### src/rtl/bru_pkg.sv
// Shared types and constants of the bit stream run length unpacker.
package bru_pkg;

    localparam int QUEUE_DEPTH_DEF = 2;

    localparam int BYTE_W  = 8;
    localparam int BITS_W  = 4;
    localparam int COUNT_W = 17;
    localparam int CFG_IDX_W = 1;

    localparam logic [7:0]         CTRL_NOP          = 8'd128;
    localparam logic [8:0]         REPEAT_BASE       = 9'd257;
    localparam logic [BITS_W-1:0]  CTRL_BITS         = 4'd8;
    localparam logic [BITS_W-1:0]  VALUE_BITS_MAX    = 4'd8;
    localparam logic [BITS_W-1:0]  VALUE_BITS_RESET  = 4'd8;
    localparam logic [COUNT_W-1:0] VALUE_COUNT_RESET = 17'd1;

    localparam logic [CFG_IDX_W-1:0] REG_VALUE_BITS  = 1'b0;
    localparam logic [CFG_IDX_W-1:0] REG_VALUE_COUNT = 1'b1;

    typedef struct packed {
        logic [BYTE_W-1:0] packed_byte;
        logic              end_of_stream;
    } bru_item_t;

    typedef struct packed {
        logic [7:0] value;
        logic [7:0] run_length;
        logic       final_run;
        logic       truncated;
        logic       last_of_item;
    } bru_result_t;

endpackage

### src/rtl/bru_front.sv
// Input side: accepts packed bytes and queues them for the bit engine.
module bru_front
    import bru_pkg::*;
#(
    parameter int DEPTH = QUEUE_DEPTH_DEF
)
(
    input  logic              clk,
    input  logic              rst_n,
    input  logic              in_valid,
    output logic              in_ready,
    input  logic [BYTE_W-1:0] packed_byte,
    input  logic              end_of_stream,
    output logic              item_valid,
    output bru_item_t         item,
    input  logic              item_pop
);

    localparam int PTR_W = (DEPTH > 1) ? $clog2(DEPTH) : 1;
    localparam int CNT_W = $clog2(DEPTH + 1);

    bru_item_t        queue_reg [DEPTH];
    logic [PTR_W-1:0] wr_ptr_reg;
    logic [PTR_W-1:0] wr_ptr_next;
    logic [PTR_W-1:0] rd_ptr_reg;
    logic [PTR_W-1:0] rd_ptr_next;
    logic [CNT_W-1:0] count_reg;
    logic [CNT_W-1:0] count_next;
    logic             push;
    logic             pop;

    assign in_ready   = (count_reg != CNT_W'(DEPTH));
    assign item_valid = (count_reg != '0);
    assign item       = queue_reg[rd_ptr_reg];
    assign push       = in_valid && in_ready;
    assign pop        = item_pop && item_valid;

    always_comb
    begin
        wr_ptr_next = wr_ptr_reg;
        rd_ptr_next = rd_ptr_reg;
        count_next  = count_reg;
        if (push)
        begin
            wr_ptr_next = (wr_ptr_reg == PTR_W'(DEPTH - 1)) ? '0 : wr_ptr_reg + 1'b1;
        end
        if (pop)
        begin
            rd_ptr_next = (rd_ptr_reg == PTR_W'(DEPTH - 1)) ? '0 : rd_ptr_reg + 1'b1;
        end
        if (push && !pop)
        begin
            count_next = count_reg + 1'b1;
        end
        else if (pop && !push)
        begin
            count_next = count_reg - 1'b1;
        end
    end

    always_ff @(posedge clk or negedge rst_n)
    begin
        if (!rst_n)
        begin
            wr_ptr_reg <= '0;
            rd_ptr_reg <= '0;
            count_reg  <= '0;
        end
        else
        begin
            wr_ptr_reg <= wr_ptr_next;
            rd_ptr_reg <= rd_ptr_next;
            count_reg  <= count_next;
        end
    end

    always_ff @(posedge clk)
    begin
        if (push)
        begin
            queue_reg[wr_ptr_reg] <= '{packed_byte: packed_byte, end_of_stream: end_of_stream};
        end
    end

endmodule

### src/rtl/bru_back.sv
// Bit engine: walks each queued byte one bit per cycle, unless a full output stage holds it, and builds the runs.
module bru_back
    import bru_pkg::*;
(
    input  logic                 clk,
    input  logic                 rst_n,
    input  logic                 cfg_write,
    input  logic [CFG_IDX_W-1:0] cfg_index,
    input  logic [COUNT_W-1:0]   cfg_data,
    input  logic                 item_valid,
    input  bru_item_t            item,
    output logic                 item_pop,
    output logic                 out_push,
    output bru_result_t          out_res,
    input  logic                 out_free
);

    typedef enum logic [2:0] {
        ST_BIT   = 3'b001,
        ST_CLOSE = 3'b010,
        ST_FLUSH = 3'b100
    } step_t;

    typedef enum logic [2:0] {
        PH_CONTROL = 3'b001,
        PH_LITERAL = 3'b010,
        PH_REPEAT  = 3'b100
    } phase_t;

    step_t               step_reg, step_next;
    phase_t              phase_reg, phase_next;
    logic [2:0]          bit_idx_reg, bit_idx_next;
    logic [7:0]          ctrl_shift_reg, ctrl_shift_next;
    logic [7:0]          val_shift_reg, val_shift_next;
    logic [BITS_W-1:0]   bits_reg, bits_next;
    logic [7:0]          lit_left_reg, lit_left_next;
    logic [7:0]          rep_len_reg, rep_len_next;
    logic [COUNT_W-1:0]  produced_reg, produced_next;
    logic                finished_reg, finished_next;
    logic                hold_valid_reg, hold_valid_next;
    bru_result_t         hold_reg, hold_next;
    logic [BITS_W-1:0]   value_bits_reg;
    logic [COUNT_W-1:0]  value_count_reg;

    logic [BITS_W-1:0]   vb;
    logic                count_met;
    logic                bit_in;
    logic [BITS_W-1:0]   bits_inc;
    logic [7:0]          ctrl_word;
    logic [7:0]          val_word;
    logic                ctrl_done;
    logic                val_done;
    logic                in_value_phase;
    logic [7:0]          run_len;
    logic [COUNT_W-1:0]  remaining;
    logic                clip;
    logic [7:0]          len_out;
    logic [COUNT_W-1:0]  produced_sum;
    logic [7:0]          value_masked;
    logic                hold_load;
    logic                do_flush;

    always_comb
    begin
        if (value_bits_reg == '0)
        begin
            vb = 4'd1;
        end
        else if (value_bits_reg > VALUE_BITS_MAX)
        begin
            vb = VALUE_BITS_MAX;
        end
        else
        begin
            vb = value_bits_reg;
        end
    end

    assign count_met      = (produced_reg >= value_count_reg);
    assign bit_in         = item.packed_byte[3'd7 - bit_idx_reg];
    assign bits_inc       = bits_reg + 4'd1;
    assign ctrl_word      = {ctrl_shift_reg[6:0], bit_in};
    assign val_word       = {val_shift_reg[6:0], bit_in};
    assign ctrl_done      = (bits_inc >= CTRL_BITS);
    assign val_done       = (bits_inc >= vb);
    assign in_value_phase = (phase_reg == PH_LITERAL) || (phase_reg == PH_REPEAT);
    assign run_len        = (phase_reg == PH_LITERAL) ? 8'd1 : rep_len_reg;
    assign remaining      = value_count_reg - produced_reg;
    // The run reaches the count exactly when its length covers what remains.
    assign clip           = ({9'd0, run_len} >= remaining);
    assign len_out        = clip ? remaining[7:0] : run_len;
    assign produced_sum   = clip ? value_count_reg : produced_reg + {9'd0, run_len};
    assign value_masked   = val_word & (8'hFF >> (VALUE_BITS_MAX - vb));

    always_comb
    begin
        step_next       = step_reg;
        phase_next      = phase_reg;
        bit_idx_next    = bit_idx_reg;
        ctrl_shift_next = ctrl_shift_reg;
        val_shift_next  = val_shift_reg;
        bits_next       = bits_reg;
        lit_left_next   = lit_left_reg;
        rep_len_next    = rep_len_reg;
        produced_next   = produced_reg;
        finished_next   = finished_reg;
        hold_valid_next = hold_valid_reg;
        hold_next       = hold_reg;
        hold_load       = 1'b0;
        do_flush        = 1'b0;
        item_pop        = 1'b0;
        out_push        = 1'b0;
        out_res         = hold_reg;
        out_res.last_of_item = 1'b0;

        unique case (step_reg)
            ST_BIT:
            begin
                if (item_valid)
                begin
                    if (finished_reg || count_met)
                    begin
                        // Count already reached: the rest of the byte is skipped.
                        finished_next = 1'b1;
                        bit_idx_next  = '0;
                        step_next     = ST_CLOSE;
                    end
                    else if (!(in_value_phase && val_done && hold_valid_reg && !out_free))
                    begin
                        if (in_value_phase)
                        begin
                            val_shift_next = val_word;
                            bits_next      = val_done ? '0 : bits_inc;
                            if (val_done)
                            begin
                                produced_next   = produced_sum;
                                finished_next   = finished_reg || clip;
                                hold_load       = 1'b1;
                                hold_next       = '{value: value_masked, run_length: len_out,
                                                    final_run: clip, truncated: 1'b0,
                                                    last_of_item: 1'b0};
                                hold_valid_next = 1'b1;
                                out_push        = hold_valid_reg;
                                if (phase_reg == PH_LITERAL && lit_left_reg > 8'd1)
                                begin
                                    lit_left_next = lit_left_reg - 8'd1;
                                end
                                else
                                begin
                                    if (phase_reg == PH_LITERAL)
                                    begin
                                        lit_left_next = '0;
                                    end
                                    phase_next = PH_CONTROL;
                                end
                            end
                        end
                        else
                        begin
                            phase_next      = PH_CONTROL;
                            ctrl_shift_next = ctrl_word;
                            bits_next       = ctrl_done ? '0 : bits_inc;
                            if (ctrl_done)
                            begin
                                if (ctrl_word < CTRL_NOP)
                                begin
                                    phase_next    = PH_LITERAL;
                                    lit_left_next = ctrl_word + 8'd1;
                                end
                                else if (ctrl_word > CTRL_NOP)
                                begin
                                    phase_next   = PH_REPEAT;
                                    rep_len_next = 8'(REPEAT_BASE - {1'b0, ctrl_word});
                                end
                            end
                        end
                        if (bit_idx_reg == 3'd7)
                        begin
                            bit_idx_next = '0;
                            step_next    = ST_CLOSE;
                        end
                        else
                        begin
                            bit_idx_next = bit_idx_reg + 3'd1;
                        end
                    end
                end
            end
            ST_CLOSE:
            begin
                if (count_met)
                begin
                    finished_next = 1'b1;
                end
                if (item.end_of_stream && !finished_reg && !count_met)
                begin
                    if (!hold_valid_reg || out_free)
                    begin
                        out_push        = hold_valid_reg;
                        hold_load       = 1'b1;
                        hold_next       = '{value: 8'd0, run_length: 8'd0, final_run: 1'b0,
                                            truncated: 1'b1, last_of_item: 1'b0};
                        hold_valid_next = 1'b1;
                        step_next       = ST_FLUSH;
                    end
                end
                else
                begin
                    do_flush = 1'b1;
                end
            end
            ST_FLUSH:
            begin
                do_flush = 1'b1;
            end
            default:
            begin
                step_next = ST_BIT;
            end
        endcase

        // The held result is the last one of the byte, so it leaves marked.
        if (do_flush && (!hold_valid_reg || out_free))
        begin
            out_push             = hold_valid_reg;
            out_res.last_of_item = 1'b1;
            hold_valid_next      = 1'b0;
            item_pop             = 1'b1;
            step_next            = ST_BIT;
            if (item.end_of_stream)
            begin
                phase_next      = PH_CONTROL;
                ctrl_shift_next = '0;
                val_shift_next  = '0;
                bits_next       = '0;
                lit_left_next   = '0;
                rep_len_next    = '0;
                produced_next   = '0;
                finished_next   = 1'b0;
            end
        end
    end

    always_ff @(posedge clk or negedge rst_n)
    begin
        if (!rst_n)
        begin
            step_reg        <= ST_BIT;
            phase_reg       <= PH_CONTROL;
            bit_idx_reg     <= '0;
            ctrl_shift_reg  <= '0;
            val_shift_reg   <= '0;
            bits_reg        <= '0;
            lit_left_reg    <= '0;
            rep_len_reg     <= '0;
            produced_reg    <= '0;
            finished_reg    <= 1'b0;
            hold_valid_reg  <= 1'b0;
            value_bits_reg  <= VALUE_BITS_RESET;
            value_count_reg <= VALUE_COUNT_RESET;
        end
        else
        begin
            step_reg        <= step_next;
            phase_reg       <= phase_next;
            bit_idx_reg     <= bit_idx_next;
            ctrl_shift_reg  <= ctrl_shift_next;
            val_shift_reg   <= val_shift_next;
            bits_reg        <= bits_next;
            lit_left_reg    <= lit_left_next;
            rep_len_reg     <= rep_len_next;
            produced_reg    <= produced_next;
            finished_reg    <= finished_next;
            hold_valid_reg  <= hold_valid_next;
            if (cfg_write)
            begin
                case (cfg_index)
                    REG_VALUE_BITS:  value_bits_reg  <= cfg_data[BITS_W-1:0];
                    REG_VALUE_COUNT: value_count_reg <= cfg_data;
                    default:         value_bits_reg  <= value_bits_reg;
                endcase
            end
        end
    end

    always_ff @(posedge clk)
    begin
        hold_reg <= hold_next;
    end

`ifndef SYNTHESIS
    a_push_has_room: assert property (@(posedge clk) disable iff (!rst_n)
        out_push |-> out_free)
        else $error("result pushed while the output stage is full");

    a_final_sets_finished: assert property (@(posedge clk) disable iff (!rst_n)
        (hold_load && hold_next.final_run) |=> finished_reg)
        else $error("final run produced without marking the stream finished");

    a_run_not_empty: assert property (@(posedge clk) disable iff (!rst_n)
        (out_push && !out_res.truncated) |-> (out_res.run_length != 8'd0))
        else $error("run of length zero emitted");

    a_pop_drains_hold: assert property (@(posedge clk) disable iff (!rst_n)
        item_pop |=> !hold_valid_reg)
        else $error("byte retired while a result was still held");
`endif

endmodule

### src/rtl/bru_out.sv
// Output register that decouples the bit engine from the result consumer.
module bru_out
    import bru_pkg::*;
(
    input  logic        clk,
    input  logic        rst_n,
    input  logic        push,
    input  bru_result_t push_res,
    output logic        push_ready,
    output logic        out_valid,
    input  logic        out_ready,
    output logic [7:0]  value,
    output logic [7:0]  run_length,
    output logic        final_run,
    output logic        truncated,
    output logic        last_of_item
);

    logic        valid_reg;
    bru_result_t res_reg;

    assign push_ready   = !valid_reg || out_ready;
    assign out_valid    = valid_reg;
    assign value        = res_reg.value;
    assign run_length   = res_reg.run_length;
    assign final_run    = res_reg.final_run;
    assign truncated    = res_reg.truncated;
    assign last_of_item = res_reg.last_of_item;

    always_ff @(posedge clk or negedge rst_n)
    begin
        if (!rst_n)
        begin
            valid_reg <= 1'b0;
        end
        else if (push)
        begin
            valid_reg <= 1'b1;
        end
        else if (out_ready)
        begin
            valid_reg <= 1'b0;
        end
    end

    always_ff @(posedge clk)
    begin
        if (push)
        begin
            res_reg <= push_res;
        end
    end

endmodule

### src/rtl/bitstream_run_length_unpacker.sv
// In the bit engine each byte passes through 8 one-bit steps and a closing step.
// A byte that adds a truncation report also passes a flush step; one after the count is reached skips its rest.
// Results of a byte pass through the engine's hold register and then the output register.
// Bytes wait in a short input queue, so a new byte is taken while others are at work.
// Reset is asynchronous, active low: stream state clears, value_bits is 8, value_count is 1.
module bitstream_run_length_unpacker
    import bru_pkg::*;
#(
    parameter int QUEUE_DEPTH = QUEUE_DEPTH_DEF
)
(
    input  logic                 clk,
    input  logic                 rst_n,
    input  logic                 cfg_write,
    input  logic [CFG_IDX_W-1:0] cfg_index,
    input  logic [COUNT_W-1:0]   cfg_data,
    input  logic                 in_valid,
    output logic                 in_ready,
    input  logic [BYTE_W-1:0]    packed_byte,
    input  logic                 end_of_stream,
    output logic                 out_valid,
    input  logic                 out_ready,
    output logic [7:0]           value,
    output logic [7:0]           run_length,
    output logic                 final_run,
    output logic                 truncated,
    output logic                 last_of_item
);

    logic        item_valid;
    bru_item_t   item;
    logic        item_pop;
    logic        res_push;
    bru_result_t res;
    logic        res_ready;

    bru_front #(
        .DEPTH (QUEUE_DEPTH)
    ) u_front (
        .clk           (clk),
        .rst_n         (rst_n),
        .in_valid      (in_valid),
        .in_ready      (in_ready),
        .packed_byte   (packed_byte),
        .end_of_stream (end_of_stream),
        .item_valid    (item_valid),
        .item          (item),
        .item_pop      (item_pop)
    );

    bru_back u_back (
        .clk        (clk),
        .rst_n      (rst_n),
        .cfg_write  (cfg_write),
        .cfg_index  (cfg_index),
        .cfg_data   (cfg_data),
        .item_valid (item_valid),
        .item       (item),
        .item_pop   (item_pop),
        .out_push   (res_push),
        .out_res    (res),
        .out_free   (res_ready)
    );

    bru_out u_out (
        .clk          (clk),
        .rst_n        (rst_n),
        .push         (res_push),
        .push_res     (res),
        .push_ready   (res_ready),
        .out_valid    (out_valid),
        .out_ready    (out_ready),
        .value        (value),
        .run_length   (run_length),
        .final_run    (final_run),
        .truncated    (truncated),
        .last_of_item (last_of_item)
    );

endmodule
### config.mk
export PLATFORM = sky130hd
export DESIGN_NAME = bitstream_run_length_unpacker
export DESIGN_NICKNAME = d
export VERILOG_FILES = /design/src/rtl/bru_pkg.sv /design/src/rtl/bru_front.sv /design/src/rtl/bru_back.sv /design/src/rtl/bru_out.sv /design/src/rtl/bitstream_run_length_unpacker.sv
export SDC_FILE = /design/constraint.sdc
export NUM_CORES = 1
export LEC_CHECK = 0
export BUFFER_PORTS_ARGS = -buffer_cell sky130_fd_sc_hd__buf_2
export CAP_MARGIN = 10
export CELL_PAD_IN_SITES_DETAIL_PLACEMENT = 0
export CELL_PAD_IN_SITES_GLOBAL_PLACEMENT = 1
export CORE_MARGIN = 2
export CORE_UTILIZATION = 50
export DETAILED_ROUTE_END_ITERATION = 10
export PLACE_DENSITY = 0.83
export SYNTH_ARGS = -nofsm -noshare
export SYNTH_HDL_FRONTEND = slang
export SYNTH_SLANG_ARGS = --single-unit
### constraint.sdc
create_clock -name clk -period 7 [get_ports clk]
set_input_delay 1.05 -clock clk [delete_from_list [all_inputs] [get_ports clk]]
set_output_delay 1.05 -clock clk [all_outputs]
set_load 0.01 [all_outputs]
==> flow_results.xml <==
<?xml version="1.0" encoding="UTF-8"?>
<metrics>
  <group name="routing">
    <metric name="detailroute.via_count" unit="">7086</metric>
    <metric name="route.detailed.wl_per_inst" unit="microns">19.4</metric>
    <metric name="routed_via_density" unit="">6.17</metric>
    <metric name="drt_iter0_drc" unit="">667</metric>
    <metric name="firstDrtPassIters" unit="">5</metric>
    <metric name="postRouteAntennaNets" unit="">0</metric>
    <metric name="drt-total-wl" unit="microns">22200</metric>
    <metric name="drc" unit="">0</metric>
  </group>
  <group name="synthesis">
    <metric name="synth_top_area_frac" unit="">0.242</metric>
    <metric name="postSynth.asyncResetShare" unit="">0.615</metric>
    <metric name="synth_seq_area_share" unit="">0.443</metric>
    <metric name="post_synth_edffs" unit="">55</metric>
    <metric name="synth-warning-count" unit="">0</metric>
    <metric name="synth_ff_type" unit="">sky130_fd_sc_hd__dfrtp_1</metric>
    <metric name="yosys.cell_types.count" unit="">75</metric>
    <metric name="synth_top_area_cell" unit="">sky130_fd_sc_hd__dfrtp_1</metric>
    <metric name="post_syn_area_per_cell" unit="sq um">9.91</metric>
    <metric name="synth_top_cells_by_area" unit="">sky130_fd_sc_hd__dfrtp_1 24%, sky130_fd_sc_hd__edfxtp_1 19%, sky130_fd_sc_hd__ha_1 7.2%</metric>
    <metric name="postSynthRegisterBits" unit="">143</metric>
    <metric name="netlist_instances" unit="">878</metric>
    <metric name="postSynthNetCount" unit="">962</metric>
    <metric name="synth_area" unit="sq mm">0.00870</metric>
  </group>
  <group name="final_layout">
    <metric name="finish.net_count" unit="">994</metric>
    <metric name="n_fill_cell" unit="">1508</metric>
    <metric name="antenna-diode-count" unit="">0</metric>
    <metric name="layout.cells.most_common" unit="">sky130_fd_sc_hd__dfrtp_1</metric>
    <metric name="design_area" unit="sq mm">0.00973</metric>
    <metric name="layout_common_cells" unit="">84 x sky130_fd_sc_hd__dfrtp_1, 69 x sky130_fd_sc_hd__nor2_1, 65 x sky130_fd_sc_hd__nand2_1</metric>
    <metric name="area_overhead_vs_synth" unit="%">11.8</metric>
    <metric name="drive_above_1_share" unit="">0.141</metric>
    <metric name="final_core_utilization" unit="">0.567</metric>
  </group>
  <group name="clock_tree">
    <metric name="cts-root-to-sink-buffers" unit="">2</metric>
    <metric name="clk_root_buffer_cell" unit="">sky130_fd_sc_hd__clkbuf_16</metric>
    <metric name="worst_skew_pair.late_latency" unit="ns">0.43</metric>
    <metric name="cts-buffers-inserted" unit="">17</metric>
    <metric name="postCtsSetupRepairBufs" unit="">0</metric>
    <metric name="post_cts_resize_count" unit="">0</metric>
    <metric name="cts.sink_count" unit="">143</metric>
    <metric name="tritoncts" unit="">done</metric>
    <metric name="clock_slew_seen_by_the_registers_of_the_worst_setup_and_hold_paths" unit="ns">0.06</metric>
    <metric name="ctsHoldBuffers" unit="">0</metric>
    <metric name="cts-htree-levels" unit="">4</metric>
  </group>
  <group name="setup_path">
    <metric name="cp-start-kind" unit="">register</metric>
    <metric name="critPathCaptureType" unit="">register</metric>
    <metric name="crit_chain" unit="">inv_1 &gt; ha_1 &gt; fa_1 &gt; nand2b_1 &gt; a21o_1 &gt; nand2_1 &gt; xnor2_1 &gt; ha_1 &gt; and3_1 &gt; and3_1 &gt; a21oi_1 &gt; or3_1 &gt; or4bb_1 &gt; or3_1 &gt; a21oi_1</metric>
    <metric name="worst-endpoint-required" unit="ns">7.27</metric>
    <metric name="timing.critical_path.slowest_cell_delay" unit="ns">1.00</metric>
    <metric name="path_class" unit="">register to register</metric>
    <metric name="cp_max_fo" unit="">29</metric>
    <metric name="worst_ep_arrival_time" unit="ns">4.98</metric>
    <metric name="critical_path.slowest_cell" unit="">sky130_fd_sc_hd__or4bb_1</metric>
  </group>
  <group name="place">
    <metric name="dp_worst_setup_slack" unit="ns">2.38</metric>
    <metric name="io_buffer_count" unit="">52</metric>
    <metric name="postPlaceCellArea" unit="sq mm">0.00913</metric>
    <metric name="routabilityCongestion" unit="">0.911</metric>
    <metric name="post-dp-hpwl" unit="microns">15500</metric>
  </group>
  <group name="global_routing">
    <metric name="pin_count_of_the_biggest_net_entering_global_routing" unit="">46</metric>
    <metric name="gr-usage-all-layers" unit="">0.248</metric>
    <metric name="antenna_found_initial" unit="">0</metric>
    <metric name="grt_first_pass_wirelength" unit="microns">35500</metric>
    <metric name="number_of_global_route_vias_before_repair" unit="">6689</metric>
    <metric name="grt_remaining_overflow" unit="">0</metric>
  </group>
  <group name="power_and_ir_drop">
    <metric name="sw_frac_of_total" unit="">0.377</metric>
    <metric name="clockPowerShare" unit="">0.272</metric>
    <metric name="p_int" unit="uW">2140</metric>
    <metric name="seqPwrFrac" unit="">0.355</metric>
    <metric name="p_comb_frac" unit="">0.373</metric>
    <metric name="vdd_ir_drop_max" unit="mV">0.215</metric>
    <metric name="leakage" unit="uW">0.00422</metric>
    <metric name="power_per_cell_area" unit="mW/mm^2">353</metric>
    <metric name="p_sw" unit="uW">1290</metric>
  </group>
  <group name="timing">
    <metric name="setup_repair_after_global_routing_missed_its_margin" unit="">no</metric>
    <metric name="period_share" unit="">0.673</metric>
    <metric name="totalNegativeSetupSlack" unit="ns">0</metric>
    <metric name="timing_hold_violations_final" unit="">0</metric>
    <metric name="tightestPinTransition" unit="ns">1.14</metric>
    <metric name="final_period_minus_worst_setup_slack" unit="ns">4.71</metric>
    <metric name="final_critical_path_setup_slack" unit="ns">2.29</metric>
    <metric name="achievable-frequency" unit="MHz">212</metric>
    <metric name="clock-skew-final" unit="ns">0.0136</metric>
    <metric name="slew_headroom" unit="">0.243</metric>
    <metric name="finalSetupViolCount" unit="">0</metric>
    <metric name="drv_slew" unit="">0</metric>
  </group>
  <group name="floorplan">
    <metric name="floorplan.initialDensity" unit="">0.507</metric>
    <metric name="horizontal_die_dimension" unit="microns">136</metric>
    <metric name="core-area" unit="sq mm">0.0172</metric>
    <metric name="die_h" unit="microns">136</metric>
    <metric name="ios" unit="">53</metric>
    <metric name="dieArea" unit="sq mm">0.0185</metric>
    <metric name="placement_rows" unit="">48</metric>
  </group>
  <group name="min_path">
    <metric name="worstHoldPathType" unit="">register to register</metric>
  </group>
  <group name="job">
    <metric name="drv.max_cap_violation_count" unit="">0</metric>
  </group>
  <group name="run_status">
    <metric name="run_status" unit="">finished clean</metric>
  </group>
</metrics>
## layout make-up
cell class,instances,area [sq um],area share
clock inverters,12,160,0.0165
inverters,40,150,0.0154
multi-input cells,648,4520,0.465
repair buffers,60,323,0.0332
flip-flops and latches,143,3860,0.397
well taps,225,282,0.0289
clock buffers,20,437,0.0449
## power groups by stage
stage	combinational, uW	sequential (uW)	clock, uW
4_1_cts	1270	1210	947
3_3_place_gp	1240	1220	0
6_report	1280	1220	934
5_1_grt	1410	1240	981
2_1_floorplan	995	1140	0
3_5_place_dp	1260	1230	0
## through the flow
stage,power (uW),hold WS (ns),std cells
detailed placement,2490,0.406,1116
global placement,2470,0.401,1116
CTS,3430,0.419,1148
floorplan,2140,0.400,878
finish,3430,0.418,1148
global route,3630,0.425,1148
## kinds of logic after synthesis
family / count (synthesis) / synth area share
adders and majority gates: 52 / 0.0765
and+or+nand+nor: 292 / 0.171
muxes: 50 / 0.0677
buffers and inverters: 87 / 0.0388
xor gates and xnor gates: 31 / 0.0312
DFF: 143 / 0.443
AOI/OAI and AO/OA: 223 / 0.172
## worst max-delay path, delay by kind of cell, from the launching register on
family / cells / cell delay, ns
AND/OR/NAND/NOR: 7 / 2.49
flip-flops: 1 / 0.54
XOR/XNOR: 1 / 0.09
buffers and inverters: 1 / 0.04
AO/OA/AOI/OAI: 3 / 0.42
adder cells (fa/ha/maj): 3 / 0.98
## layer usage
| layer | GRT usage | routed length (microns) | up-vias |
|---|---|---|---|
| met5 | 0 | 0 | - |
| met4 | 0.0816 | 411 | 0 |
| met3 | 0.0421 | 1190 | 39 |
| met2 | 0.386 | 10200 | 235 |
| met1 | 0.354 | 10400 | 3481 |
| li1 | - | - | 3331 |
## synthesized netlist by cell type (3+ instances only)
| library cell | number |
|---|---|
| sky130_fd_sc_hd__nor4_1 | 19 |
| sky130_fd_sc_hd__a21o_1 | 15 |
| sky130_fd_sc_hd__inv_1 | 40 |
| sky130_fd_sc_hd__o211ai_1 | 13 |
| sky130_fd_sc_hd__nor4b_1 | 3 |
| sky130_fd_sc_hd__a22o_1 | 3 |
| sky130_fd_sc_hd__a22oi_1 | 3 |
| sky130_fd_sc_hd__a311oi_1 | 4 |
| sky130_fd_sc_hd__o21a_1 | 8 |
| sky130_fd_sc_hd__o2111a_1 | 3 |
| sky130_fd_sc_hd__o21bai_1 | 4 |
| sky130_fd_sc_hd__clkbuf_1 | 42 |
| sky130_fd_sc_hd__nand4_1 | 8 |
| sky130_fd_sc_hd__nor2_1 | 69 |
| sky130_fd_sc_hd__and2_1 | 8 |
| sky130_fd_sc_hd__and3_1 | 12 |
| sky130_fd_sc_hd__nand3_1 | 21 |
| sky130_fd_sc_hd__nand4b_1 | 3 |
| sky130_fd_sc_hd__mux2_2 | 21 |
| sky130_fd_sc_hd__a211oi_1 | 14 |
| sky130_fd_sc_hd__a21boi_0 | 5 |
| sky130_fd_sc_hd__xor2_1 | 12 |
| sky130_fd_sc_hd__a211o_1 | 4 |
| sky130_fd_sc_hd__nor3_1 | 27 |
| sky130_fd_sc_hd__a31oi_1 | 3 |
| sky130_fd_sc_hd__o21ai_0 | 50 |
| sky130_fd_sc_hd__o31a_1 | 5 |
| sky130_fd_sc_hd__o2111ai_1 | 3 |
| sky130_fd_sc_hd__or3_1 | 9 |
| sky130_fd_sc_hd__nand2_1 | 65 |
| sky130_fd_sc_hd__a21oi_1 | 49 |
| sky130_fd_sc_hd__o22ai_1 | 10 |
| sky130_fd_sc_hd__o311ai_0 | 3 |
| sky130_fd_sc_hd__dfstp_2 | 4 |
| sky130_fd_sc_hd__nand2b_1 | 14 |
| sky130_fd_sc_hd__buf_2 | 3 |
| sky130_fd_sc_hd__dfrtp_1 | 84 |
| sky130_fd_sc_hd__xnor2_1 | 19 |
| sky130_fd_sc_hd__nor2b_1 | 17 |
| sky130_fd_sc_hd__nor3b_1 | 4 |
| sky130_fd_sc_hd__mux4_2 | 5 |
| sky130_fd_sc_hd__nand3b_1 | 3 |
| sky130_fd_sc_hd__ha_1 | 50 |
| sky130_fd_sc_hd__mux2i_1 | 24 |
| sky130_fd_sc_hd__edfxtp_1 | 55 |
## path summary, 6_finish.rpt
check,from,endpoint,slack (ns),cells past startpoint
setup / recovery,u_back.value_count_reg[0]$_DFFE_PN1P_,u_back.out_res[6]$_SDFFCE_PN0P_,2.29,15
hold / removal,u_back.out_res[17]$_SDFFCE_PN0P_,u_out.value[6]$_DFFE_PP_,0.42,0
setup reg to reg,u_back.value_count_reg[0]$_DFFE_PN1P_,u_back.out_res[6]$_SDFFCE_PN0P_,2.29,15
hold reg to reg,u_back.out_res[17]$_SDFFCE_PN0P_,u_out.value[6]$_DFFE_PP_,0.42,0
max in group asynchronous,rst_n,u_back.produced_reg[5]$_DFF_PN0_,5.35,2
min in group asynchronous,rst_n,u_back.lit_left_reg[4]$_DFF_PN0_,0.62,1
Power figures use the tool's default switching activity.
